**src/hdl/mt19937_pkg.sv**
```systemverilog
// Shared constants, types and tempering/twist functions for the MT19937 stream generator.
// No dependencies; the core, the result queue and the top level import this package.
package mt19937_pkg;

    // Field layout of the input item.
    localparam int IDX_W      = 10;
    localparam int WORD_W     = 32;
    localparam int IDX_LSB    = 0;
    localparam int WORD_LSB   = IDX_LSB + IDX_W;
    localparam int S_TDATA_W  = 48;
    localparam int M_TDATA_W  = 32;

    // Recurrence and tempering constants.
    localparam int            TWIST_OFFSET  = 397;
    localparam logic [31:0]   TEMPER_MASK_B = 32'h9D2C_5680;
    localparam logic [31:0]   TEMPER_MASK_C = 32'hEFC6_0000;
    localparam logic [31:0]   TWIST_MATRIX  = 32'h9908_B0DF;
    localparam logic [31:0]   HIGH_BIT_MASK = 32'h8000_0000;
    localparam logic [31:0]   LOW_BITS_MASK = 32'h7FFF_FFFF;

    // Result queue sizing.
    localparam int FIFO_DEPTH = 4;
    localparam int FIFO_PTR_W = 2;
    localparam int FIFO_CNT_W = 3;

    // Meaning of the tuser bit on the input side.
    typedef enum logic {
        MODE_LOAD = 1'b0,
        MODE_GEN  = 1'b1
    } mode_t;

    // Output tempering of one state word.
    function automatic logic [31:0] temper_word(input logic [31:0] v);
        logic [31:0] t;
        t = v;
        t = t ^ (t >> 11);
        t = t ^ ((t << 7) & TEMPER_MASK_B);
        t = t ^ ((t << 15) & TEMPER_MASK_C);
        t = t ^ (t >> 18);
        return t;
    endfunction

    // Twist of the current word with the next one.
    function automatic logic [31:0] twist_word(input logic [31:0] cur, input logic [31:0] nxt);
        logic [31:0] mixed;
        logic [31:0] mag;
        mixed = (cur & HIGH_BIT_MASK) | (nxt & LOW_BITS_MASK);
        mag   = nxt[0] ? TWIST_MATRIX : 32'h0;
        return mag ^ (mixed >> 1);
    endfunction

endpackage

```
**src/hdl/mt19937_out_fifo.sv**
```systemverilog
// Small result queue between the generator pipeline and the output channel.
// Depends on mt19937_pkg for its depth and pointer widths.
module mt19937_out_fifo (
    input  logic                               aclk,
    input  logic                               aresetn,
    input  logic                               push,
    input  logic [mt19937_pkg::M_TDATA_W-1:0]  push_data,
    output logic [mt19937_pkg::FIFO_CNT_W-1:0] level,
    output logic                               m_tvalid,
    input  logic                               m_tready,
    output logic [mt19937_pkg::M_TDATA_W-1:0]  m_tdata
);
    import mt19937_pkg::*;

    logic [M_TDATA_W-1:0]  slot_reg [FIFO_DEPTH];
    logic [FIFO_PTR_W-1:0] wr_ptr_reg;
    logic [FIFO_PTR_W-1:0] wr_ptr_next;
    logic [FIFO_PTR_W-1:0] rd_ptr_reg;
    logic [FIFO_PTR_W-1:0] rd_ptr_next;
    logic [FIFO_CNT_W-1:0] count_reg;
    logic [FIFO_CNT_W-1:0] count_next;
    logic                  pop;

    // Pop when the consumer takes the head item.
    assign pop      = m_tvalid && m_tready;
    assign m_tvalid = (count_reg != '0);
    assign m_tdata  = slot_reg[rd_ptr_reg];
    assign level    = count_reg;

    // Pointer and fill level updates.
    always_comb begin
        wr_ptr_next = push ? wr_ptr_reg + 1'b1 : wr_ptr_reg;
        rd_ptr_next = pop  ? rd_ptr_reg + 1'b1 : rd_ptr_reg;
        count_next  = count_reg;
        if (push && !pop) begin
            count_next = count_reg + 1'b1;
        end else if (pop && !push) begin
            count_next = count_reg - 1'b1;
        end
    end

    always_ff @(posedge aclk) begin
        if (!aresetn) begin
            wr_ptr_reg <= '0;
            rd_ptr_reg <= '0;
            count_reg  <= '0;
        end else begin
            wr_ptr_reg <= wr_ptr_next;
            rd_ptr_reg <= rd_ptr_next;
            count_reg  <= count_next;
        end
    end

    // Payload slots need no reset.
    always_ff @(posedge aclk) begin
        if (push) begin
            slot_reg[wr_ptr_reg] <= push_data;
        end
    end

endmodule

```
**config.mk**
```make
export PLATFORM = sky130hd
export DESIGN_NAME = mt19937_out_fifo
export DESIGN_NICKNAME = d
export VERILOG_FILES = /design/src/hdl/mt19937_pkg.sv /design/src/hdl/mt19937_out_fifo.sv
export SDC_FILE = /design/constraint.sdc
export NUM_CORES = 1
export LEC_CHECK = 0
export BUFFER_PORTS_ARGS = -buffer_cell sky130_fd_sc_hd__clkbuf_2
export CAP_MARGIN = 30
export CORE_MARGIN = 8
export CORE_UTILIZATION = 55
export DETAILED_ROUTE_END_ITERATION = 10
export PLACE_DENSITY = 0.77
export SYNTH_ARGS = -nofsm -noshare
export SYNTH_HDL_FRONTEND = slang
export SYNTH_SLANG_ARGS = --single-unit
```
**constraint.sdc**
```tcl
create_clock -name aclk -period 2.8 [get_ports aclk]
set_clock_uncertainty 0.05 [all_clocks]
set_input_delay 0.14 -clock aclk [delete_from_list [all_inputs] [get_ports aclk]]
set_output_delay 0.14 -clock aclk [all_outputs]
set_load 0.01 [all_outputs]
```
==> impl_metrics.toml, run 1 <==
[detailed_routing]
wl_per_cell_um = 20.8
dr.first_iter.drc_count = 104
drt_first_pass_iters = 4
via_count = 2492
drt_wl_total_um = 9490
ant_nets = 0
drcViolationCount = 0
vias_per_cell = 5.45

[min_path]
hold_path_class = "input port to flip-flop"
min-delay-start = "m_tready"

[power]
leakagePower_nw = 2.33
worst_ir_drop_vdd_v = 0.000469
p_clk_share_pct = 38.6
power.total_mw = 5.90
p_per_area_mw_per_mm2 = 899
pwr-share-comb_pct = 19.3
swShare_pct = 24.9
switchingPower_mw = 1.47
p_int_mw = 4.44
sequentialPowerShare_pct = 42.1

[synthesis]
netlist_top_cells_area = "edfxtp_1 (75%), mux4_2 (13%), dfxtp_1 (3.5%), ha_1 (1.2%), buf_12 (1.2%)"
synth_compound_area_share_pct = 0.976
synth-seq-cells = 137
syn_nets = 251
synth_top_family_by_area = "multiplexers"
synthMuxAreaShare_pct = 14.6
synth_top_area_cell = "edfxtp_1"
synth_fa_ha_area_share_pct = 1.61
synth_edf_count = 128
synth_xor_area_share_pct = 0.854
yosys_warnings = 0
yosysSeqAreaShare_pct = 78.5
synthArstFlopShare_pct = 0
synth-simple-area-share_pct = 1.59
netlist_area_mm2 = 0.00513
yosys_most_used_dff = "edfxtp_1"
ys_types = 20
avgSynthCellArea_um2 = 24.5
netlist.area_leader.share_pct = 75.0
synthCells = 209

[global_route]
antenna_found_initial = 0
gr-total-overflow = 0
grt_util_all_layers_pct = 15.8
grt_pass1_wl_um = 14900
grt_pass1_vias = 2806
grt_max_degree = 27

[sta]
hold_ws_ns = 0.0236
setup_viol = 0
finalCriticalPeriod_ns = 2.25
relSlewSlack_pct = 63.6
tightest_slew_ns = 0.546
rsz0062_at_grt = "false"
finalWorstSetupSlack_ns = 0.550
slew_viol_final = 0
fin_crit_sh_pct = 80.4
timing.fmax_ghz = 0.444
setup_tns_ns = 0
final-hold-violation-count = 0

[layout]
layout_common_cells = "edfxtp_1 (128), clkbuf_2 (71), dlygate4sd3_1 (34)"
drive_gt1_share_pct = 42.5
area_growth_pct = 28.0
final_common_cell = "edfxtp_1"
largest_register_ffs = 128
final_area_mm2 = 0.00656
fin_nets = 375
diodes = 0

[worst_setup_path]
arrival_ns = 2.06
cp_max_fo = 26
critPathKind = "flip-flop to primary output"
cp-start-kind = "flip-flop"
r2r-start = "level[1]"
worstSetupEndpointType = "primary output"
cp.required_ns = 2.61

[clock_network]
cts.repair.resized = 0
cts_tree = "done"
hold_buffers = 34
htree_levels = 4
postCtsSetupBuffers = 0
cts_buffer_depth = 2
clk_latency_ns = 0.51
cts.clk_slew.worst_paths_ns = 0.06
cts_sinks = 137
numCtsBuffers = 17
clk_root_buffer_cell = "clkbuf_8"

[floorplan]
die_y_um = 113
rows = 35
ios = 72
die_x_um = 113
die_area_mm2 = 0.0127
core_area_mm2 = 0.00915
start_util_pct = 56.0

[placed_design]
numPortBuffers = 71
gp_congestion = 0.681
placed_cell_area_mm2 = 0.00561
dp_slack_ns = 0.666
place_hpwl_um = 5630

[flow_run]
max-cap-violations = 0

[status]
outcome = "complete, no violations"
## routing by layer
layer	vias up	track usage [%]	routed length, um
li1	1133	-	-
met1	1269	18.5	3980
met2	78	26.0	4900
met3	12	5.05	475
met4	0	7.46	139
met5	-	0	0
## worst paths after layout
kind / cells after the start / to / slack [ns]
max: 3 / m_tdata[29] / 0.55
min: 4 / rd_ptr_reg[0] / 0.02
max reg2reg: 7 / level[2] / 0.66
min reg2reg: 2 / wr_ptr_reg[1] / 0.52
## cell type report
cell class	count	area, um2
clock buffer	18	418
multi-input combinational	62	1010
timing repair buffer	112	761
inverter	3	11.3
clock inverter	14	198
fill	535	2590
tap	111	139
sequential	137	4030
## cells in the mapped netlist, types with 2 or more instances
master,n
edfxtp_1,128
mux4_2,30
and2_1,9
dfxtp_1,9
ha_1,5
buf_12,3
buf_2,3
inv_1,3
xnor2_1,3
mux2i_1,2
mux4_1,2
nor2b_1,2
or3_1,2
xor2_1,2
## cell families after synthesis
kind of cell | after synthesis
compound gates | 4
xor+xnor | 5
fa+ha+maj | 6
buf+inv | 10
flops | 137
mux | 34
simple gates | 13
## power groups by stage
stage | Clock, mW | Sequential [mW] | Combinational (mW)
after floorplan | 0 | 2.48 | 0.848
after global placement | 0 | 2.52 | 1.12
after detailed placement | 0 | 2.53 | 1.13
after CTS | 2.32 | 2.49 | 1.17
after global routing | 2.40 | 2.50 | 1.24
final | 2.28 | 2.48 | 1.14
## worst max-delay path, cell delays in order (launching register included)
cell      delay, ns
dfxtp_2        0.48
buf_12         0.28
mux4_1         0.63
clkbuf_2       0.16
## per-stage QoR
stage          instances  util [%]
2_1_floorplan        209         -
5_1_grt              457      71.7
3_5_place_dp         391      61.3
4_1_cts              457      71.7
3_3_place_gp         391      61.3
6_report             457      71.7
Note: power is estimated with default switching activity, not from simulation.
==> inputs of run 2 (changes only) <==
clock period = 2.3 ns   (was 2.8 ns; I/O delays follow)
==> run 2 against run 1 <==
Utilization grew 0.20 points; via count grew 0.44%; first-iteration DRC count shrank 15%; worst hold slack better by 0.29 ns; setup slack lost 0.43 ns; register-to-register slack lost 0.54 ns; wire length fell by 1.5%; critical path depth grew 4; clock-buffer cell count decreased by 1; sequential power rose by 22%; sequential share of layout area decreased by 0.14 points; largest power group unchanged.
==> impl_metrics.toml, run 2 (synthesis results as in run 1) <==
[placed_design]
numPortBuffers = 71
place_hpwl_um = 5850
gp_congestion = 0.687
placed_cell_area_mm2 = 0.00565

[layout]
drive_gt1_share_pct = 43.3
area_growth_pct = 28.4
layout_common_cells = "edfxtp_1 (128), clkbuf_2 (71), dlygate4sd3_1 (36)"
diodes = 0
post-route-util_pct = 71.9
final_area_mm2 = 0.00658
fin_nets = 381
final_common_cell = "edfxtp_1"
nFillCells = 527
largest_register_ffs = 128

[global_route]
grt_pass1_wl_um = 15000
grt_pass1_vias = 2794
grt_max_degree = 21
gr-total-overflow = 0
grt_util_all_layers_pct = 16.0
antenna_found_initial = 0

[power]
p_per_area_mw_per_mm2 = 1060
p_int_mw = 5.21
p_clk_share_pct = 36.1
sequentialPowerShare_pct = 43.3
worst_ir_drop_vdd_v = 0.000666
leakagePower_nw = 2.32
power.total_mw = 6.99
pwr-share-comb_pct = 20.6
switchingPower_mw = 1.78
swShare_pct = 25.5

[worst_setup_path]
worstSetupEndpointType = "flip-flop"
critPathKind = "flip-flop to flip-flop"
cp_max_fo = 6
arrival_ns = 2.55
cp.required_ns = 2.67
cp-start-kind = "flip-flop"

[clock_network]
cts.clk_slew.worst_paths_ns = 0.06
htree_levels = 4
cts_sinks = 137
cts_tree = "done"
postCtsSetupBuffers = 0
numCtsBuffers = 17
clk_root_buffer_cell = "clkbuf_8"
clk_latency_ns = 0.50
cts_buffer_depth = 2

[detailed_routing]
dr.first_iter.drc_count = 88
via_count = 2503
ant_nets = 0
vias_per_cell = 5.42
drcViolationCount = 0
drt_first_pass_iters = 4
drt_wl_total_um = 9340
wl_per_cell_um = 20.2

[flow_run]
max-cap-violations = 0

[sta]
fin_crit_sh_pct = 94.9
finalCriticalPeriod_ns = 2.18
setup_viol = 0
timing.fmax_ghz = 0.458
setup_tns_ns = 0
relSlewSlack_pct = 69.7
tightest_slew_ns = 0.455
slew_viol_final = 0
hold_ws_ns = 0.314
final-hold-violation-count = 0

[floorplan]
core_area_mm2 = 0.00915
rows = 35
die_area_mm2 = 0.0127
ios = 72
die_y_um = 113
start_util_pct = 56.0
die_x_um = 113

[min_path]
hold_path_class = "input port to flip-flop"

[status]
outcome = "complete, no violations"
==> run 2: changes by cell type in the layout (fill, tap and decap cells not counted), moves of 2 or more <==
| cell | delta |
|---|---|
| buf_4 | +3 |
| bufinv_16 | -2 |
| dlygate4sd3_1 | +2 |
| clkinv_4 | -2 |
| clkinvlp_4 | +5 |
==> run 2: metal layers <==
layer  GRT usage [%]  share of wire (%)  vias up
met5               0                  0        -
met4            8.00                1.8        0
met3            4.78                4.5       13
met2            25.9                 52       73
met1            19.2                 42     1278
li1                -                  -     1139
==> run 2: repair_timing <==
item,CTS,global route
hold buffers,36,0
setup endpoints to repair,0,2
hold endpoints to repair,137,0
resized for setup,0,2
==> run 2: final timing paths <==
check | startpoint | slack [ns] | to | cells after the start
hold reg to reg | wr_ptr_reg[1] | 0.52 | wr_ptr_reg[1] | 2
setup reg to reg | level[1] | 0.12 | level[2] | 7
setup / recovery | level[1] | 0.12 | level[2] | 7
hold / removal | push_data[8] | 0.31 | slot_reg[2][8] | 2
==> run 2: layout make-up <==
| type | instances | area [um2] | area share (%) |
|---|---|---|---|
| inverters | 3 | 11.3 | 0.171 |
| well taps | 111 | 139 | 2.11 |
| clock inverters | 14 | 153 | 2.32 |
| repair buffers | 118 | 823 | 12.5 |
| multi-input cells | 62 | 1010 | 15.4 |
| flip-flops and latches | 137 | 4030 | 61.2 |
| clock buffers | 17 | 414 | 6.29 |
==> run 2: power groups by stage <==
stage	Sequential (mW)	Combinational (mW)	Clock, mW
after floorplan	3.01	1.03	0
after global placement	3.07	1.38	0
after detailed placement	3.08	1.40	0
after CTS	3.03	1.46	2.58
after global routing	3.05	1.56	2.67
final	3.03	1.44	2.53
==> run 2: stage by stage <==
stage | cells | setup WS [ns]
global route | 462 | -0.00102
finish | 462 | 0.117
CTS | 462 | 0.0477
detailed placement | 395 | 0.142
floorplan | 209 | 0.279
global placement | 395 | 0.267
==> run 2: critical path, cell delays in order, from the launching register on <==
cell      delay [ns]
dfxtp_1         0.39
o31ai_4         0.30
ha_2            0.24
inv_1           0.05
fa_1            0.37
xor2_1          0.18
or3_1           0.32
a21boi_0        0.20
