==> src/hdl/mt19937_pkg.sv <==
// Shared constants, types and tempering/twist functions for the MT19937 stream generator.
// No dependencies; the core, the result queue and the top level import this package.
package mt19937_pkg;

    // Field layout of the input item.
    localparam int IDX_W      = 10;
    localparam int WORD_W     = 32;
    localparam int IDX_LSB    = 0;
    localparam int WORD_LSB   = IDX_LSB + IDX_W;
    localparam int S_TDATA_W  = 48;
    localparam int M_TDATA_W  = 32;

    // Recurrence and tempering constants.
    localparam int            TWIST_OFFSET  = 397;
    localparam logic [31:0]   TEMPER_MASK_B = 32'h9D2C_5680;
    localparam logic [31:0]   TEMPER_MASK_C = 32'hEFC6_0000;
    localparam logic [31:0]   TWIST_MATRIX  = 32'h9908_B0DF;
    localparam logic [31:0]   HIGH_BIT_MASK = 32'h8000_0000;
    localparam logic [31:0]   LOW_BITS_MASK = 32'h7FFF_FFFF;

    // Result queue sizing.
    localparam int FIFO_DEPTH = 4;
    localparam int FIFO_PTR_W = 2;
    localparam int FIFO_CNT_W = 3;

    // Meaning of the tuser bit on the input side.
    typedef enum logic {
        MODE_LOAD = 1'b0,
        MODE_GEN  = 1'b1
    } mode_t;

    // Output tempering of one state word.
    function automatic logic [31:0] temper_word(input logic [31:0] v);
        logic [31:0] t;
        t = v;
        t = t ^ (t >> 11);
        t = t ^ ((t << 7) & TEMPER_MASK_B);
        t = t ^ ((t << 15) & TEMPER_MASK_C);
        t = t ^ (t >> 18);
        return t;
    endfunction

    // Twist of the current word with the next one.
    function automatic logic [31:0] twist_word(input logic [31:0] cur, input logic [31:0] nxt);
        logic [31:0] mixed;
        logic [31:0] mag;
        mixed = (cur & HIGH_BIT_MASK) | (nxt & LOW_BITS_MASK);
        mag   = nxt[0] ? TWIST_MATRIX : 32'h0;
        return mag ^ (mixed >> 1);
    endfunction

endpackage

==> src/hdl/mt19937_core.sv <==
// Control and twist datapath: seed loading, read address generation, recurrence and tempering.
// Depends on mt19937_pkg; drives the state store and the result queue.
module mt19937_core #(
    parameter int STATE_WORDS = 624,
    parameter int ADDR_W      = 10
) (
    input  logic                               aclk,
    input  logic                               aresetn,
    input  logic                               s_tvalid,
    output logic                               s_tready,
    input  logic [mt19937_pkg::S_TDATA_W-1:0]  s_tdata,
    input  logic [0:0]                         s_tuser,
    input  logic [mt19937_pkg::FIFO_CNT_W-1:0] fifo_level,
    output logic                               push,
    output logic [mt19937_pkg::M_TDATA_W-1:0]  push_data,
    output logic                               rd_en,
    output logic [ADDR_W-1:0]                  rd_addr_a,
    output logic [ADDR_W-1:0]                  rd_addr_b,
    input  logic [mt19937_pkg::WORD_W-1:0]     rd_data_a,
    input  logic [mt19937_pkg::WORD_W-1:0]     rd_data_b,
    output logic                               wr_en,
    output logic [ADDR_W-1:0]                  wr_addr,
    output logic [mt19937_pkg::WORD_W-1:0]     wr_data
);
    import mt19937_pkg::*;

    localparam int CNT_W = $clog2(STATE_WORDS + 1);

    logic              accept;
    mode_t             mode;
    logic [IDX_W-1:0]  seed_index;
    logic [WORD_W-1:0] seed_word;
    logic              is_restart;
    logic              load_ok;
    logic              gen_ok;

    logic [ADDR_W-1:0] k_addr;
    logic [ADDR_W-1:0] k1_addr;
    logic [ADDR_W:0]   km_sum;
    logic [ADDR_W-1:0] km_addr;

    logic [ADDR_W-1:0] position_reg;
    logic [ADDR_W-1:0] position_next;
    logic [CNT_W-1:0]  loaded_reg;
    logic [CNT_W-1:0]  loaded_next;
    logic [WORD_W-1:0] cur_reg;
    logic [WORD_W-1:0] cur_next;

    // Second stage: a seed write or a generate step waiting for its read data.
    logic              s1_load_reg;
    logic              s1_gen_reg;
    logic [ADDR_W-1:0] s1_addr_reg;
    logic [WORD_W-1:0] s1_word_reg;

    // Unpack the input item.
    assign mode       = mode_t'(s_tuser[0]);
    assign seed_index = s_tdata[IDX_LSB +: IDX_W];
    assign seed_word  = s_tdata[WORD_LSB +: WORD_W];

    // Accept while the queue has room for every result still in flight.
    assign s_tready = (32'(fifo_level) + 32'(s1_gen_reg)) < FIFO_DEPTH;
    assign accept   = s_tvalid && s_tready;

    // Classify the item.
    assign is_restart = (mode == MODE_LOAD) && (seed_index == '0);
    assign load_ok    = (mode == MODE_LOAD) &&
                        (is_restart ||
                         ((32'(seed_index) < STATE_WORDS) &&
                          (32'(seed_index) == 32'(loaded_reg))));
    assign gen_ok     = (mode == MODE_GEN) && (32'(loaded_reg) == STATE_WORDS);

    // Circular addresses of the next word and of the word TWIST_OFFSET ahead.
    assign k_addr  = position_reg;
    assign k1_addr = (32'(k_addr) == STATE_WORDS - 1) ? '0 : k_addr + 1'b1;
    assign km_sum  = {1'b0, k_addr} + (ADDR_W + 1)'(TWIST_OFFSET);
    assign km_addr = (32'(km_sum) >= STATE_WORDS) ?
                     ADDR_W'(km_sum - (ADDR_W + 1)'(STATE_WORDS)) : km_sum[ADDR_W-1:0];

    // Reads for a generate step are issued at accept.
    assign rd_en     = accept && gen_ok;
    assign rd_addr_a = k1_addr;
    assign rd_addr_b = km_addr;

    // Store write and result push from the second stage.
    always_comb begin
        wr_en     = s1_load_reg || s1_gen_reg;
        wr_addr   = s1_addr_reg;
        wr_data   = s1_gen_reg ? (rd_data_b ^ twist_word(cur_reg, rd_data_a)) : s1_word_reg;
        push      = s1_gen_reg;
        push_data = temper_word(cur_reg);
    end

    // Next-state logic for position, load count and the current word.
    always_comb begin
        position_next = position_reg;
        loaded_next   = loaded_reg;
        cur_next      = cur_reg;
        // A generate step hands its next word on as the following current word.
        if (s1_gen_reg) begin
            cur_next = rd_data_a;
        end
        if (accept && load_ok) begin
            if (is_restart) begin
                loaded_next   = CNT_W'(1);
                position_next = '0;
                cur_next      = seed_word;
            end else begin
                loaded_next = loaded_reg + 1'b1;
            end
        end else if (accept && gen_ok) begin
            position_next = k1_addr;
        end
    end

    always_ff @(posedge aclk) begin
        if (!aresetn) begin
            position_reg <= '0;
            loaded_reg   <= '0;
            s1_load_reg  <= 1'b0;
            s1_gen_reg   <= 1'b0;
        end else begin
            position_reg <= position_next;
            loaded_reg   <= loaded_next;
            s1_load_reg  <= accept && load_ok;
            s1_gen_reg   <= accept && gen_ok;
        end
    end

    // Payload registers of the second stage and the current word.
    always_ff @(posedge aclk) begin
        cur_reg <= cur_next;
        if (accept) begin
            s1_addr_reg <= load_ok ? ADDR_W'(seed_index) : k_addr;
            s1_word_reg <= seed_word;
        end
    end

endmodule

==> config.mk <==
export PLATFORM = sky130hd
export DESIGN_NAME = mt19937_core
export DESIGN_NICKNAME = d
export VERILOG_FILES = /design/src/hdl/mt19937_pkg.sv /design/src/hdl/mt19937_core.sv
export SDC_FILE = /design/constraint.sdc
export NUM_CORES = 1
export LEC_CHECK = 0
export ABC_AREA = 1
export BUFFER_PORTS_ARGS = -buffer_cell sky130_fd_sc_hd__buf_2
export CAP_MARGIN = 20
export CORE_MARGIN = 4
export CORE_UTILIZATION = 50
export CTS_CLUSTER_DIAMETER = 50
export CTS_CLUSTER_SIZE = 8
export DETAILED_ROUTE_END_ITERATION = 7
export PLACE_DENSITY = 0.81
export SYNTH_ARGS = -nofsm -noshare
export SYNTH_HDL_FRONTEND = slang
export SYNTH_SLANG_ARGS = --single-unit
==> constraint.sdc <==
create_clock -name aclk -period 3.7 [get_ports aclk]
set_clock_uncertainty 0.2 [all_clocks]
set_input_delay 0.555 -clock aclk [delete_from_list [all_inputs] [get_ports aclk]]
set_output_delay 0.555 -clock aclk [all_outputs]
set_load 0.005 [all_outputs]
==> impl_metrics.ini, run 1 <==
[synth]
synth_cell_types = 31
seq_area_frac_synth = 0.396
avgSynthCellArea_sq_um = 7.50
mappedNetlistArea_sq_mm = 0.00592
syn-num-nets = 913
syn_inst = 789
synth_top_flop_cell = dfxtp_1
async_reset_ff_frac = 0
ys_warn_count = 0
synth_edf_count = 42
ys_ff_latch = 96

[die]
start_util = 0.514
die_area_sq_mm = 0.0136
num_rows = 39
ios = 217
core_sq_mm = 0.0115
die_w_um = 117
fp.dieH_um = 117

[clock_network]
ctsResizeCount = 0
numClockSinks = 96
clockBufferDepth = 2
tritoncts = built
insertion_delay_ns = 0.33
cts_setup_buffers = 0
root_buffer = clkbuf_16
h-tree-depth = 3
postCtsHoldBufs = 0
path_clk_slew_ns = 0.07
numCtsBuffers = 9

[critical_path]
worst_r2r_endpoint = k_addr[5]$_SDFFE_PN0P_
slowest_delay_ns = 0.38
cp-start-kind = flip-flop
worstSetupPathType = reg -> out
cpMostUsedCell = nand2_1
path_buf_inv = 2
timing.critical_path.to_type = primary output
crit_fanout = 7
reg2reg_depth = 10
rr_startpoint = push$_SDFF_PN0_
crit_family = simple AND/OR/NAND/NOR gates
crit_arrival_ns = 2.45
rrSetupSlack_ns = 1.21
cp.required_ns = 2.94
crit_chain = ha_1 > nor2_1 > nand2_1 > nand2_1 > nand2_1 > inv_1 > ha_1 > nand3_1 > nor2_1 > nand3_2 > nand3_2 > nand2_1 > nand2_1 > buf_2
worst_path_max_delay_cell = dfxtp_1

[hold_path]
hold_depth = 1
hold_path.startpoint = s_tdata[22]
hold_class = in -> reg
hold_path_end = s1_word_reg[12]$_DFFE_PP_

[placed_design]
dp_hpwl_mm = 13.0
place.gp.congestion = 0.904
port_buffers = 210

[power_and_ir_drop]
power.total_mw = 2.21
ir_drop_mv = 0.186
powerDensity_mw_per_mm2 = 304
p_leak_nw = 3.40

[sta]
layout_worst_path_cycle_share = 0.867
period_needed_ns = 3.21
hold_viol_final = 0
rsz0062_at_grt = no
slew_headroom = 0.508
max_freq_mhz = 312
setup-violations-final = 0
tns_ns = 0
tightestPinTransition_ns = 0.737
maxSlewViolCount = 0

[cells_and_area]
utilization = 0.629
nNetsFinal = 1101
fillers = 1038
drive_above_1_share = 0.256
diodes = 0
syn_to_final_growth_pct = 22.4

[grt]
overflow = 0
grt_max_degree = 49
antenna_found_initial = 2
grt_pass1_vias = 5334
grt_first_pass_wirelength_mm = 25.2
track_usage = 0.235

[drt]
vias = 5813
routedWlPerCell_um = 14.8
routed_wl_mm = 16.6
ant_nets = 0
drc = 0
dr.pass1.iters = 5
drt_iter0_markers = 331
via_per_inst = 5.17

[status]
status = complete, no violations

[run]
maxCapViolCount = 0
metrics by stage:
stage	instances	hold WS, ns	area [sq um]	worst slack (ns)
floorplan	789	0.260	5920	0.809
global route	1125	0.195	7250	0.251
global placement	1109	0.277	6980	0.786
CTS	1125	0.201	7250	0.485
finish	1125	0.210	7250	0.493
detailed placement	1109	0.289	6980	0.754
cells in the final DEF, fill, tap and decap left out:
master,instances
nand2_1,229
buf_2,210
nor2_1,87
xnor2_1,58
dfxtp_1,53
inv_1,52
xor2_1,43
edfxtp_1,42
o21ai_0,34
a31oi_1,32
a21oi_1,30
nand3_1,21
nand4_1,20
o21ai_1,10
clkbuf_16,9
nor3_1,8
nand2_2,6
inv_2,5
ha_1,5
nand3_2,4
nor2_2,3
clkinv_1,3
buf_4,3
clkbuf_1,2
clkinvlp_4,2
nor2_4,1
nor3_2,1
o21a_1,1
nor3_4,1
xor2_2,1
nor3b_1,1
or2_2,1
clkinv_2,1
inv_6,1
buf_12,1
dfxtp_2,1
Yosys cell counts, types with 5 or more instances:
master / n / area share
ha_1: 5 / 0.011
xnor2_1: 58 / 0.086
nor3_1: 8 / 0.0068
nand2_1: 229 / 0.15
nand3_1: 21 / 0.018
buf_6: 7 / 0.013
edfxtp_1: 42 / 0.21
a31oi_1: 32 / 0.034
buf_2: 13 / 0.011
dfxtp_1: 54 / 0.18
a21oi_1: 30 / 0.025
o21ai_1: 10 / 0.0085
xor2_1: 43 / 0.064
clkbuf_1: 16 / 0.010
inv_1: 53 / 0.034
o21ai_0: 34 / 0.029
nor2_1: 87 / 0.055
nand2_2: 6 / 0.0063
nand4_1: 20 / 0.021
final cells by class:
| class | count | area, sq um | share of cell area |
|---|---|---|---|
| multi-input combinational | 597 | 3150 | 0.434 |
| sequential | 96 | 2340 | 0.323 |
| timing repair buffer | 214 | 1090 | 0.151 |
| clock buffer | 11 | 233 | 0.0321 |
| inverter | 59 | 221 | 0.0306 |
| tap | 143 | 179 | 0.0247 |
| clock inverter | 5 | 32.5 | 0.00449 |
worst max path at each step:
stage | from | to | slack, ns | cells past startpoint
finish | k_addr[0]$_SDFFE_PN0P_ | rd_addr_b[5] | 0.49 | 14
global route | k_addr[0]$_SDFFE_PN0P_ | rd_addr_b[7] | 0.25 | 14
CTS | k_addr[0]$_SDFFE_PN0P_ | rd_addr_b[4] | 0.48 | 14
detailed placement | s_tuser | k_addr[5]$_SDFFE_PN0P_ | 0.75 | 9
global placement | s_tuser | k_addr[7]$_SDFFE_PN0P_ | 0.79 | 9
floorplan | fifo_level[0] | loaded_reg[1]$_SDFFE_PN0P_ | 0.81 | 9
where the power goes:
| group | internal, mW | switching, mW | leakage [nW] |
|---|---|---|---|
| clock network | 0.456 | 0.394 | 0.124 |
| logic | 0.100 | 0.110 | 2.44 |
| registers | 1.14 | 0.00947 | 0.832 |
metal layers:
metal | wire length [um] | global-route usage
met3 | 1290 | 0.0452
met1 | 6890 | 0.280
met2 | 8050 | 0.420
met5 | 27 | 0
met4 | 387 | 0.0849
worst register-to-register path, delay by kind of cell, from the launching register on:
family / cells / cell delay [ns]
compound gates: 1 / 0.07
buf+inv: 3 / 0.63
flops: 1 / 0.46
simple gates: 6 / 1.00
cells by family after synthesis:
family / after synthesis / share of synthesized area
adders and majority gates: 5 / 0.0106
and+or+nand+nor: 383 / 0.271
xor gates and xnor gates: 102 / 0.152
AOI/OAI and AO/OA: 107 / 0.0976
buffers and inverters: 96 / 0.0731
DFF: 96 / 0.396
(Power assumes the default switching activity.)
==> inputs of run 2 (changes only) <==
--- a/config.mk
+++ b/config.mk
@@ -6,7 +6,7 @@
 export NUM_CORES = 1
 export LEC_CHECK = 0
 export ABC_AREA = 1
-export BUFFER_PORTS_ARGS = -buffer_cell sky130_fd_sc_hd__buf_2
+export BUFFER_PORTS_ARGS = -buffer_cell sky130_fd_sc_hd__buf_4
 export CAP_MARGIN = 20
 export CORE_MARGIN = 4
 export CORE_UTILIZATION = 50
==> run 2 against run 1 <==
  * Global-route usage rose by 1.8 points
  * Fmax fell by 1.0%
  * Clock power rose by 8.0%
  * Critical path type unchanged
  * Via count rose by 1.4%
  * Highest routed layer is now met4
  * Final area rose by 7.6%
  * First-iteration DRC count rose by 11%
  * Worst setup slack got worse by 0.032 ns
  * Non-clock buffer count rose by 2
==> impl_metrics.ini, run 2 (synthesis results as in run 1) <==
[status]
status = complete, no violations

[critical_path]
cp.required_ns = 2.94
crit_fanout = 7
timing.critical_path.to_type = primary output
worstSetupPathType = reg -> out
cp-start-kind = flip-flop
reg2reg_depth = 11
worst_r2r_endpoint = k_addr[3]$_SDFFE_PN0P_
rr_startpoint = push$_SDFF_PN0_
rrSetupSlack_ns = 1.09
crit_arrival_ns = 2.48

[sta]
setup-violations-final = 0
hold_viol_final = 0
tns_ns = 0
layout_worst_path_cycle_share = 0.876
holdWs_ns = 0.205
tightestPinTransition_ns = 0.641
max_freq_mhz = 309
maxSlewViolCount = 0
slew_headroom = 0.573
rsz0062_at_grt = no
period_needed_ns = 3.24

[hold_path]
hold_depth = 1
hold_path.startpoint = s_tdata[19]
hold_path_end = s1_word_reg[9]$_DFFE_PP_
hold_class = in -> reg

[clock_network]
h-tree-depth = 3
clockBufferDepth = 2
cts_setup_buffers = 0
root_buffer = clkbuf_16
tritoncts = built
numCtsBuffers = 9
insertion_delay_ns = 0.33
path_clk_slew_ns = 0.07
ctsResizeCount = 0
numClockSinks = 96
postCtsHoldBufs = 0

[grt]
grt_max_degree = 67
antenna_found_initial = 0
grt_pass1_vias = 5545
track_usage = 0.253
grt_first_pass_wirelength_mm = 27.2
overflow = 0

[drt]
drt_iter0_markers = 368
routed_wl_mm = 17.6
via_per_inst = 5.23
ant_nets = 0
routedWlPerCell_um = 15.6
vias = 5894
drc = 0
dr.pass1.iters = 5

[cells_and_area]
diodes = 0
layout_commonest_cell = nand2_1
multiInputGateArea_sq_mm = 0.00315
nNetsFinal = 1103
drive_above_1_share = 0.258
regArea_sq_mm = 0.00234
fillers = 994
syn_to_final_growth_pct = 31.8
layout_common_cells = nand2_1 (229), buf_4 (216), nor2_1 (87)

[die]
fp.dieH_um = 117
core_sq_mm = 0.0115
start_util = 0.514
num_rows = 39
ios = 217
die_area_sq_mm = 0.0136
die_w_um = 117

[placed_design]
dp_hpwl_mm = 13.5
port_buffers = 210
place.gp.congestion = 0.915

[power_and_ir_drop]
powerDensity_mw_per_mm2 = 298
ir_drop_mv = 0.250
p_leak_nw = 3.58

[run]
maxCapViolCount = 0
run 2: changes by cell type in the layout (fill, tap and decap cells not counted), sizes merged:
| cell | delta |
|---|---|
| buf | +2 |
| bufinv | +1 |
| clkinv | -1 |
| clkinvlp | +1 |
| inv | -1 |
run 2: where the power goes:
group | total (mW) | internal, mW | switching [mW]
registers | 1.15 | 1.14 | 0.00993
logic | 0.264 | 0.150 | 0.115
clock network | 0.918 | 0.524 | 0.394
total | 2.33 | 1.81 | 0.519
run 2: layout make-up:
cell class	instances	area share
multi-input cells	597	0.403
flip-flops and latches	96	0.300
repair buffers	216	0.208
clock buffers	11	0.0298
inverters	59	0.0284
well taps	143	0.0229
clock inverters	5	0.00738
run 2: how the worst max path moves through the flow:
stage	start	to	slack (ns)
after floorplan	fifo_level[0]	loaded_reg[1]$_SDFFE_PN0P_	0.81
after global placement	s_tuser	loaded_reg[0]$_SDFFE_PN0P_	0.84
after detailed placement	s_tuser	k_addr[0]$_SDFFE_PN0P_	0.82
after CTS	k_addr[0]$_SDFFE_PN0P_	rd_addr_b[9]	0.47
after global routing	k_addr[0]$_SDFFE_PN0P_	rd_addr_b[7]	0.31
final	k_addr[0]$_SDFFE_PN0P_	rd_addr_b[8]	0.46
run 2: per-stage QoR:
stage	total power, mW	setup WS [ns]	utilization	std cells	area (sq um)
final	2.33	0.460	0.677	1127	7800
after global routing	2.42	0.312	0.677	1127	7800
after CTS	2.34	0.475	0.677	1127	7800
after detailed placement	1.43	0.820	0.652	1111	7510
after global placement	1.43	0.835	0.652	1111	7510
after floorplan	1.26	0.809	-	789	5920
run 2: routing by layer:
layer | share of wire | vias up | wire length, um | GRT usage
met5 | 0 | - | 0 | 0
met1 | 0.39 | 2671 | 6900 | 0.303
met2 | 0.50 | 245 | 8780 | 0.450
li1 | - | 2945 | - | -
met4 | 0.024 | 0 | 416 | 0.0894
met3 | 0.084 | 33 | 1480 | 0.0504
run 2: worst max-delay path: stages, from the launching register on:
cell	delay (ns)
dfxtp_1	0.39
ha_1	0.25
nor2_1	0.17
nand2_1	0.13
nand2_1	0.07
nand2_1	0.07
inv_1	0.10
ha_1	0.18
nand3_1	0.10
nor2_1	0.12
nand3_2	0.16
nand3_2	0.17
nand2_1	0.07
nand2_1	0.06
buf_4	0.10
